`src/exp3_bandit_arm_selector_assert.svh`:
```
// ---------------------------------------------------------------------------
// Exp3 arm selector assertion macros
// Concurrent checks that can be compiled out with NO_ASSERTIONS.
// ---------------------------------------------------------------------------
`ifndef EXP3_BANDIT_ARM_SELECTOR_ASSERT_SVH
`define EXP3_BANDIT_ARM_SELECTOR_ASSERT_SVH
`ifndef NO_ASSERTIONS
// same-cycle implication, disabled during reset
`define EXP3_ASSERT_IMPLY(label, clk, rst_n, a, b) \
  label: assert property (@(posedge clk) disable iff (!rst_n) (a) |-> (b)) \
    else $error("exp3 assertion failed");
// next-cycle implication, disabled during reset
`define EXP3_ASSERT_NEXT(label, clk, rst_n, a, b) \
  label: assert property (@(posedge clk) disable iff (!rst_n) (a) |=> (b)) \
    else $error("exp3 assertion failed");
`else
`define EXP3_ASSERT_IMPLY(label, clk, rst_n, a, b)
`define EXP3_ASSERT_NEXT(label, clk, rst_n, a, b)
`endif
`endif

```
`src/exp3_pkg.sv`:
```
// ---------------------------------------------------------------------------
// Exp3 arm selector package
// Shared sizes, datapath operation codes, command and status types.
// ---------------------------------------------------------------------------
`default_nettype none
package exp3_pkg;

  localparam int NUM_ARMS = 8;
  localparam int ARM_W    = $clog2(NUM_ARMS);
  localparam int CNT_W    = $clog2(NUM_ARMS + 1);

  localparam logic [16:0] Q_ONE = 17'd65536;
  localparam logic [16:0] LOG2E = 17'd94548;

  // serial divider sizes
  localparam int DIV_NW  = 40;
  localparam int DIV_DW  = 32;
  localparam int DIV_CW  = $clog2(DIV_NW);

  // configuration register indexes
  localparam logic [1:0] CFG_ETA    = 2'd0;
  localparam logic [1:0] CFG_GAMMA  = 2'd1;
  localparam logic [1:0] CFG_LAMBDA = 2'd2;

  // datapath operations
  localparam logic [4:0] OP_NONE   = 5'd0;
  localparam logic [4:0] OP_LOAD   = 5'd1;
  localparam logic [4:0] OP_MULX   = 5'd2;
  localparam logic [4:0] OP_MAX    = 5'd3;
  localparam logic [4:0] OP_DIFF   = 5'd4;
  localparam logic [4:0] OP_LOG    = 5'd5;
  localparam logic [4:0] OP_INTERP = 5'd6;
  localparam logic [4:0] OP_WACC   = 5'd7;
  localparam logic [4:0] OP_SHARE  = 5'd8;
  localparam logic [4:0] OP_SHGET  = 5'd9;
  localparam logic [4:0] OP_PDIV   = 5'd10;
  localparam logic [4:0] OP_PGET   = 5'd11;
  localparam logic [4:0] OP_CUM    = 5'd12;
  localparam logic [4:0] OP_SELFIX = 5'd13;
  localparam logic [4:0] OP_SELOUT = 5'd14;
  localparam logic [4:0] OP_UPREP  = 5'd15;
  localparam logic [4:0] OP_QGET   = 5'd16;
  localparam logic [4:0] OP_GMUL   = 5'd17;
  localparam logic [4:0] OP_GADD   = 5'd18;
  localparam logic [4:0] OP_ASP    = 5'd19;
  localparam logic [4:0] OP_TOT    = 5'd20;
  localparam logic [4:0] OP_MGET   = 5'd21;
  localparam logic [4:0] OP_UOUT   = 5'd22;

  // arm index steps
  localparam logic [1:0] IDX_KEEP = 2'd0;
  localparam logic [1:0] IDX_INC  = 2'd1;
  localparam logic [1:0] IDX_CLR  = 2'd2;

  typedef struct packed {
    logic [4:0] op;
    logic [1:0] idx_step;
  } cmd_t;

  typedef struct packed {
    logic idx_last;
    logic div_done;
    logic count_zero;
    logic allowed_cur;
    logic prob_zero;
    logic tau_zero;
    logic tot_zero;
    logic out_free;
  } sts_t;

  // 2^(-j/16) in Q16
  function automatic logic [16:0] pow2_tab(input logic [4:0] j);
    logic [16:0] v;
    unique case (j)
      5'd0:    v = 17'd65536;
      5'd1:    v = 17'd62757;
      5'd2:    v = 17'd60097;
      5'd3:    v = 17'd57549;
      5'd4:    v = 17'd55109;
      5'd5:    v = 17'd52773;
      5'd6:    v = 17'd50535;
      5'd7:    v = 17'd48393;
      5'd8:    v = 17'd46341;
      5'd9:    v = 17'd44376;
      5'd10:   v = 17'd42495;
      5'd11:   v = 17'd40693;
      5'd12:   v = 17'd38968;
      5'd13:   v = 17'd37316;
      5'd14:   v = 17'd35734;
      5'd15:   v = 17'd34219;
      5'd16:   v = 17'd32768;
      default: v = 17'd0;
    endcase
    return v;
  endfunction

endpackage
`default_nettype wire

```
`src/exp3_ctrl.sv`:
```
// ---------------------------------------------------------------------------
// Exp3 controller
// Sequences the select and update requests over the datapath.
// ---------------------------------------------------------------------------
`default_nettype none
module exp3_ctrl (
  input  wire logic           clk,
  input  wire logic           rst_n,
  input  wire logic           in_valid,
  input  wire logic           in_req_type,
  output logic                in_stall,
  input  wire exp3_pkg::sts_t sts,
  output exp3_pkg::cmd_t      cmd
);

  localparam logic [4:0] S_IDLE   = 5'd0;
  localparam logic [4:0] S_MULX   = 5'd1;
  localparam logic [4:0] S_MAX    = 5'd2;
  localparam logic [4:0] S_DIFF   = 5'd3;
  localparam logic [4:0] S_LOG    = 5'd4;
  localparam logic [4:0] S_INTERP = 5'd5;
  localparam logic [4:0] S_WACC   = 5'd6;
  localparam logic [4:0] S_SHARE  = 5'd7;
  localparam logic [4:0] S_SHWAIT = 5'd8;
  localparam logic [4:0] S_PSTART = 5'd9;
  localparam logic [4:0] S_PWAIT  = 5'd10;
  localparam logic [4:0] S_CUM    = 5'd11;
  localparam logic [4:0] S_SELFIX = 5'd12;
  localparam logic [4:0] S_SELOUT = 5'd13;
  localparam logic [4:0] S_UPREP  = 5'd14;
  localparam logic [4:0] S_GWAIT  = 5'd15;
  localparam logic [4:0] S_GMUL   = 5'd16;
  localparam logic [4:0] S_GADD   = 5'd17;
  localparam logic [4:0] S_ASP    = 5'd18;
  localparam logic [4:0] S_TOT    = 5'd19;
  localparam logic [4:0] S_MWAIT  = 5'd20;
  localparam logic [4:0] S_UOUT   = 5'd21;

  logic [4:0] state_r;
  logic [4:0] state_nxt;

  assign in_stall = (state_r != S_IDLE);

  // next state and datapath command
  always_comb begin
    state_nxt    = state_r;
    cmd.op       = exp3_pkg::OP_NONE;
    cmd.idx_step = exp3_pkg::IDX_KEEP;
    unique case (state_r)
      S_IDLE: begin
        if (in_valid) begin
          cmd.op    = exp3_pkg::OP_LOAD;
          state_nxt = in_req_type ? S_UPREP : S_MULX;
        end
      end
      S_MULX: begin
        cmd.op       = exp3_pkg::OP_MULX;
        cmd.idx_step = sts.idx_last ? exp3_pkg::IDX_CLR : exp3_pkg::IDX_INC;
        if (sts.idx_last) state_nxt = S_MAX;
      end
      S_MAX: begin
        cmd.op       = exp3_pkg::OP_MAX;
        cmd.idx_step = sts.idx_last ? exp3_pkg::IDX_CLR : exp3_pkg::IDX_INC;
        if (sts.idx_last) state_nxt = S_DIFF;
      end
      S_DIFF: begin
        cmd.op    = exp3_pkg::OP_DIFF;
        state_nxt = S_LOG;
      end
      S_LOG: begin
        cmd.op    = exp3_pkg::OP_LOG;
        state_nxt = S_INTERP;
      end
      S_INTERP: begin
        cmd.op    = exp3_pkg::OP_INTERP;
        state_nxt = S_WACC;
      end
      S_WACC: begin
        cmd.op       = exp3_pkg::OP_WACC;
        cmd.idx_step = sts.idx_last ? exp3_pkg::IDX_CLR : exp3_pkg::IDX_INC;
        if (!sts.idx_last)       state_nxt = S_DIFF;
        else if (sts.count_zero) state_nxt = S_PSTART;
        else                     state_nxt = S_SHARE;
      end
      S_SHARE: begin
        cmd.op    = exp3_pkg::OP_SHARE;
        state_nxt = S_SHWAIT;
      end
      S_SHWAIT: begin
        if (sts.div_done) begin
          cmd.op    = exp3_pkg::OP_SHGET;
          state_nxt = S_PSTART;
        end
      end
      S_PSTART: begin
        if (sts.allowed_cur) begin
          cmd.op    = exp3_pkg::OP_PDIV;
          state_nxt = S_PWAIT;
        end else begin
          cmd.op    = exp3_pkg::OP_PGET;
          state_nxt = S_CUM;
        end
      end
      S_PWAIT: begin
        if (sts.div_done) begin
          cmd.op    = exp3_pkg::OP_PGET;
          state_nxt = S_CUM;
        end
      end
      S_CUM: begin
        cmd.op       = exp3_pkg::OP_CUM;
        cmd.idx_step = sts.idx_last ? exp3_pkg::IDX_CLR : exp3_pkg::IDX_INC;
        state_nxt    = sts.idx_last ? S_SELFIX : S_PSTART;
      end
      S_SELFIX: begin
        cmd.op    = exp3_pkg::OP_SELFIX;
        state_nxt = S_SELOUT;
      end
      S_SELOUT: begin
        if (sts.out_free) begin
          cmd.op    = exp3_pkg::OP_SELOUT;
          state_nxt = S_IDLE;
        end
      end
      S_UPREP: begin
        cmd.op    = exp3_pkg::OP_UPREP;
        state_nxt = sts.prob_zero ? S_ASP : S_GWAIT;
      end
      S_GWAIT: begin
        if (sts.div_done) begin
          cmd.op    = exp3_pkg::OP_QGET;
          state_nxt = S_GMUL;
        end
      end
      S_GMUL: begin
        cmd.op    = exp3_pkg::OP_GMUL;
        state_nxt = S_GADD;
      end
      S_GADD: begin
        cmd.op    = exp3_pkg::OP_GADD;
        state_nxt = S_ASP;
      end
      S_ASP: begin
        if (sts.tau_zero) state_nxt = S_TOT;
        else              cmd.op    = exp3_pkg::OP_ASP;
      end
      S_TOT: begin
        cmd.op    = exp3_pkg::OP_TOT;
        state_nxt = S_MWAIT;
      end
      S_MWAIT: begin
        if (sts.tot_zero || sts.div_done) begin
          cmd.op    = exp3_pkg::OP_MGET;
          state_nxt = S_UOUT;
        end
      end
      S_UOUT: begin
        if (sts.out_free) begin
          cmd.op    = exp3_pkg::OP_UOUT;
          state_nxt = S_IDLE;
        end
      end
      default: begin
        state_nxt = S_IDLE;
      end
    endcase
  end

  always_ff @(posedge clk) begin
    if (!rst_n) state_r <= S_IDLE;
    else        state_r <= state_nxt;
  end

endmodule
`default_nettype wire

```
`config.mk`:
```
export PLATFORM = sky130hd
export DESIGN_NAME = exp3_ctrl
export DESIGN_NICKNAME = d
export VERILOG_FILES = /design/src/exp3_bandit_arm_selector_assert.svh /design/src/exp3_pkg.sv /design/src/exp3_ctrl.sv
export SDC_FILE = /design/constraint.sdc
export NUM_CORES = 1
export LEC_CHECK = 0
export BUFFER_PORTS_ARGS = -buffer_cell sky130_fd_sc_hd__buf_4
export CORE_UTILIZATION = 58
export DETAILED_ROUTE_END_ITERATION = 8
export PLACE_DENSITY = 0.87
export SLEW_MARGIN = 20
export SYNTH_ARGS = -nofsm -noshare
export SYNTH_HDL_FRONTEND = slang
export SYNTH_SLANG_ARGS = --single-unit
```
`constraint.sdc`:
```
create_clock -name clk -period 2.8 [get_ports clk]
set_clock_uncertainty 0.2 [all_clocks]
set_input_delay 0.14 -clock clk [delete_from_list [all_inputs] [get_ports clk]]
set_output_delay 0.14 -clock clk [all_outputs]
set_load 0.03 [all_outputs]
```
**After elaboration in Yosys (flattened, before gate mapping)**

Index checks and enable logic that the tools add are counted.

- Output and inout bits: 8
- Register bits after elaboration: 5
- Logic and storage cells: 64

- Mux-type cells: 27
- Equal/unequal tests: 30
- Reductions and logical operators: 6

Operator list:

| cell | count |
|---|---|
| 5-bit case mux with 22 select lines | 1 |
| 5-bit case mux with 21 select lines | 1 |
| 5-bit two-way mux | 15 |
| 5-bit by 4-bit equality test with 1-bit output (second input constant) | 8 |
| 5-bit equality test (second input constant) | 6 |
| 5-bit by 3-bit equality test with 1-bit output (second input constant) | 4 |
| 4-bit two-way mux | 5 |
| 2-bit != test (second input constant) | 8 |
| 5-bit by 2-bit equality test with 1-bit output (second input constant) | 2 |
| 9-bit AND reduction | 1 |
| 5-bit by 1-bit equality test with 1-bit output (second input constant) | 1 |
| 5-bit zero test | 1 |
| 5-bit nonzero test | 1 |
| 2-bit two-way mux | 2 |
| 4-bit OR reduction | 1 |
| 3-bit two-way mux | 1 |
| 1-bit two-way mux | 2 |
| 2-bit by 1-bit != test with 1-bit output (second input constant) | 1 |
| 2-bit OR reduction | 1 |
| 1-bit logical OR | 1 |

**Longest topological paths before layout**

- Word-level depth: 4
- Mapped depth: 8

**Worst setup path before layout**

No wires, ideal clock.

- Path kind: register to output
- Start: register state_r[3]
- End: output port cmd[6] (netlist bit)
- Path slack: 0.264 ns
- Required time: 2.460 ns
- Buffers on the path: 3
- Arrival time: 2.196 ns
- Cell stages (with the launch flop): 6
- Cell sequence: dfxtp_1 buf_2 buf_2 buf_2 nand2_1 o311ai_0

RTL lines:

| element | line | RTL |
|---|---|---|
| start, declared | exp3_ctrl.sv:39 | `logic [4:0] state_r;` |
| start signal, assigned | exp3_ctrl.sv:171 | `else state_r <= state_nxt;` |
| end, declared | exp3_ctrl.sv:13 | `output exp3_pkg::cmd_t cmd` |

==> summary.md <==
| Metric | Value |
|---|---|
| Number of max-slew violations in the final report | `0` |
| Type of the worst setup path | `flip-flop to output port` |
| Setup repair after global routing missed its margin | `false` |
| TritonCTS sink count | `5` |
| Standard cell core area | `1520 um2` |
| Register with the highest flop count | `state_r` |
| Final RePlAce weighted congestion | `0.899` |
| DR vias | `1208` |
| Fraction of final layout cells with drive strength greater than 1 | `20.4%` |
| Critical R2R Capture | `state_r[3]` |
| Maximum operating frequency | `416 MHz` |
| H-Tree Depth | `1` |
| Clock latency reported for the late side of the worst-skew pair | `0.26 ns` |
| Final wirelength | `2740 um` |
| Core Rows | `14` |
| Number of vias per cell | `6.79` |
| Maximum vdd drop | `686 uV` |
| Number of standard cells after synthesis | `147` |
| Max reg flops | `5` |
| Fraction of the yosys area taken by sequential cells | `10.5%` |
| Clk Tree Root Cell | `clkbuf_4` |
| Initial antenna violation count | `0` |
| Worst R2R Path Depth | `5` |
| Clock Path Buffers | `2` |
| Startpoint of the most critical register-to-register path | `state_r[1]` |
| Arrival time of the worst setup path | `2.06 ns` |
| Leak | `0.437 nW` |
| Yosys top cell by area | `dfxtp_1` |
| Proportion of netlist area held by the largest area contributor | `10.5%` |
| Syn avg cell area | `6.46 um2` |
| Clock-pin slew on the worst setup and hold paths | `0.05 ns` |
| Biggest fanout along the worst timing path | `17` |
| Endpoint required time on the critical path | `2.46 ns` |
| Final hold slack | `0.160 ns` |
| Flip-flop and latch count after synthesis | `5` |
| Crit share post-route | `85.9%` |
| Hold Fails Final Rpt | `0` |
| Remaining routing DRC violations | `0` |
| First-pass DRT Iterations | `5` |
| Wire length of the first global-routing pass | `4460 um` |
| Area of the mapped netlist | `950 um2` |
| Largest net degree at the start of global routing | `24` |
| Sum of negative setup slack | `0 ns` |
| Layout filler cell count | `133` |
| Crit start category | `flip-flop` |
| Worst hold path type | `input pin to flip-flop` |
| Transition time at the pin with the least slew margin | `0.704 ns` |
| Final core occ | `73.7%` |
| DRC violation total after the first TritonRoute iteration | `69` |
| Cell types occupying the most area after synthesis | `dfxtp_1 (11%), o21ai_0 (6.9%), buf_2 (6.3%)` |
| DIE AREA | `1800 um2` |
| Total of max-cap violations | `0` |
| Largest registers | `state_r x5` |
| Post-CTS Resized | `0` |
| Reg-to-reg setup timing slack | `0.48 ns` |
| Distinct cells, synth | `45` |
| Post-synthesis net count | `159` |
| CTS tree | `built` |
| Capture point of the critical path | `cmd[2]` |
| Detailed Place HPWL | `1950 um` |
| Floorplan die height | `42.5 um` |
| Final Critical Period | `2.40 ns` |
| Area growth from synthesis to final layout | `18.3%` |
| Most common cell after layout, fill and taps aside | `buf_4` |
| Worst max-slew margin expressed relative to the limit | `53.0%` |
| Finish-stage setup viols | `0` |
| Vias in the first global route | `1039` |
| Die outline width | `42.5 um` |
| Startpoint of the worst hold path | `sts[3]` |
| Final net count | `175` |
| Average wire per cell in the routed design | `15.4 um` |
| Top library cells by usage in the layout, fill and taps aside | `buf_4 (25), o21ai_0 (13), nor2_1 (11)` |
| Top-level port count | `20` |
| Initial Util | `62.3%` |
| Number of buffers created by CTS | `3` |
| Result of the run | `finished, final reports clean` |
| Yosys warning total | `0` |
| Start point of the critical path | `state_r[4]` |
| Nature of the critical path endpoint | `output port` |
| Number of diodes added for antenna fixing | `0` |
| Buffers on Ports | `19` |
| Total power density per cell area | `1250 nW/um2` |
| GRT Residual Overflow | `0` |
| Gr usage total | `31.5%` |
| Count of antenna-violating nets left after detailed routing | `0` |
==> final cells by class <==
class                           count  area, um2  area share (%)
Multi-Input combinational cell    123        763            67.9
Sequential cell                     5        100            8.91
Clock inverter                      1       5.00           0.445
Inverter                            4       15.0            1.34
Clock buffer                        3       22.5            2.00
Tap cell                           16       20.0            1.78
Timing Repair Buffer               26        198            17.6
==> metal layers <==
layer	up-vias	global-route usage [%]	part of all wire (%)
met5	-	0	0
met4	0	11.3	0.69
met3	2	2.59	8.6
met2	66	52.6	47
met1	559	42.0	43
li1	581	-	-
==> cells in the mapped netlist, drive strengths merged <==
library cell,instances
o21ai,18
a221oi,2
a22o,1
and2b,1
a21oi,8
or4,1
mux2i,1
clkbuf,2
nand2b,6
nor2b,8
and3b,1
nand2,8
o311a,1
nor3,6
o211ai,1
xnor2,1
a31oi,4
a22oi,2
nand3b,1
buf,13
or3,2
nor4,2
xor2,1
nand4,2
o32ai,1
or3b,1
nor3b,4
a21o,2
a32o,1
dfxtp,5
nand3,10
inv,4
nor4bb,1
and3,3
nor2,12
a32oi,3
a211oi,2
o311ai,2
o31ai,2
nor4b,1
==> power by group <==
group | switching (mW) | total, mW | internal [mW] | leakage (nW)
clock network | 0.0401 | 0.0925 | 0.0523 | 0.0177
logic | 0.646 | 1.09 | 0.447 | 0.378
registers | 0.118 | 0.220 | 0.102 | 0.0412
total | 0.804 | 1.41 | 0.601 | 0.437
==> worst min-delay path by stage <==
stage,endpoint,depth (start not counted),slack [ns]
global placement,state_r[3],3,0.21
CTS,state_r[4],5,0.17
global route,state_r[4],5,0.20
floorplan,state_r[4],2,0.08
finish,state_r[4],5,0.16
detailed placement,state_r[1],3,0.22
==> what timing repair did <==
item                                   4_1_cts  5_1_grt
setup buffers                                0        0
hold buffers                                 1        0
endpoints found under the hold margin        5        0
==> cells by family after synthesis <==
| family | after synthesis | synth area share (%) |
|---|---|---|
| simple gates | 70 | 43.1 |
| compound gates | 50 | 34.4 |
| buf+inv | 19 | 9.09 |
| flops | 5 | 10.5 |
| xor+xnor | 2 | 1.84 |
| mux | 1 | 1.05 |
==> worst max-delay path, stage by stage, from the launching register on <==
cell and delay [ns]:
dfxtp_1 0.67, inv_1 0.30, nand3_1 0.18, o21ai_0 0.11
a211oi_1 0.28, o21ai_1 0.08, buf_4 0.18
==> stage by stage <==
step                      cells  instance area [um2]  power [mW]  setup slack [ns]
after floorplan             147                  950        1.02             0.264
after global placement      173                 1090        1.27             0.578
after detailed placement    173                 1090        1.30             0.547
after CTS                   178                 1120        1.39             0.393
after global routing        178                 1120        1.51             0.170
final                       178                 1120        1.41             0.396
No activity file was read; power rests on OpenSTA's default activity.
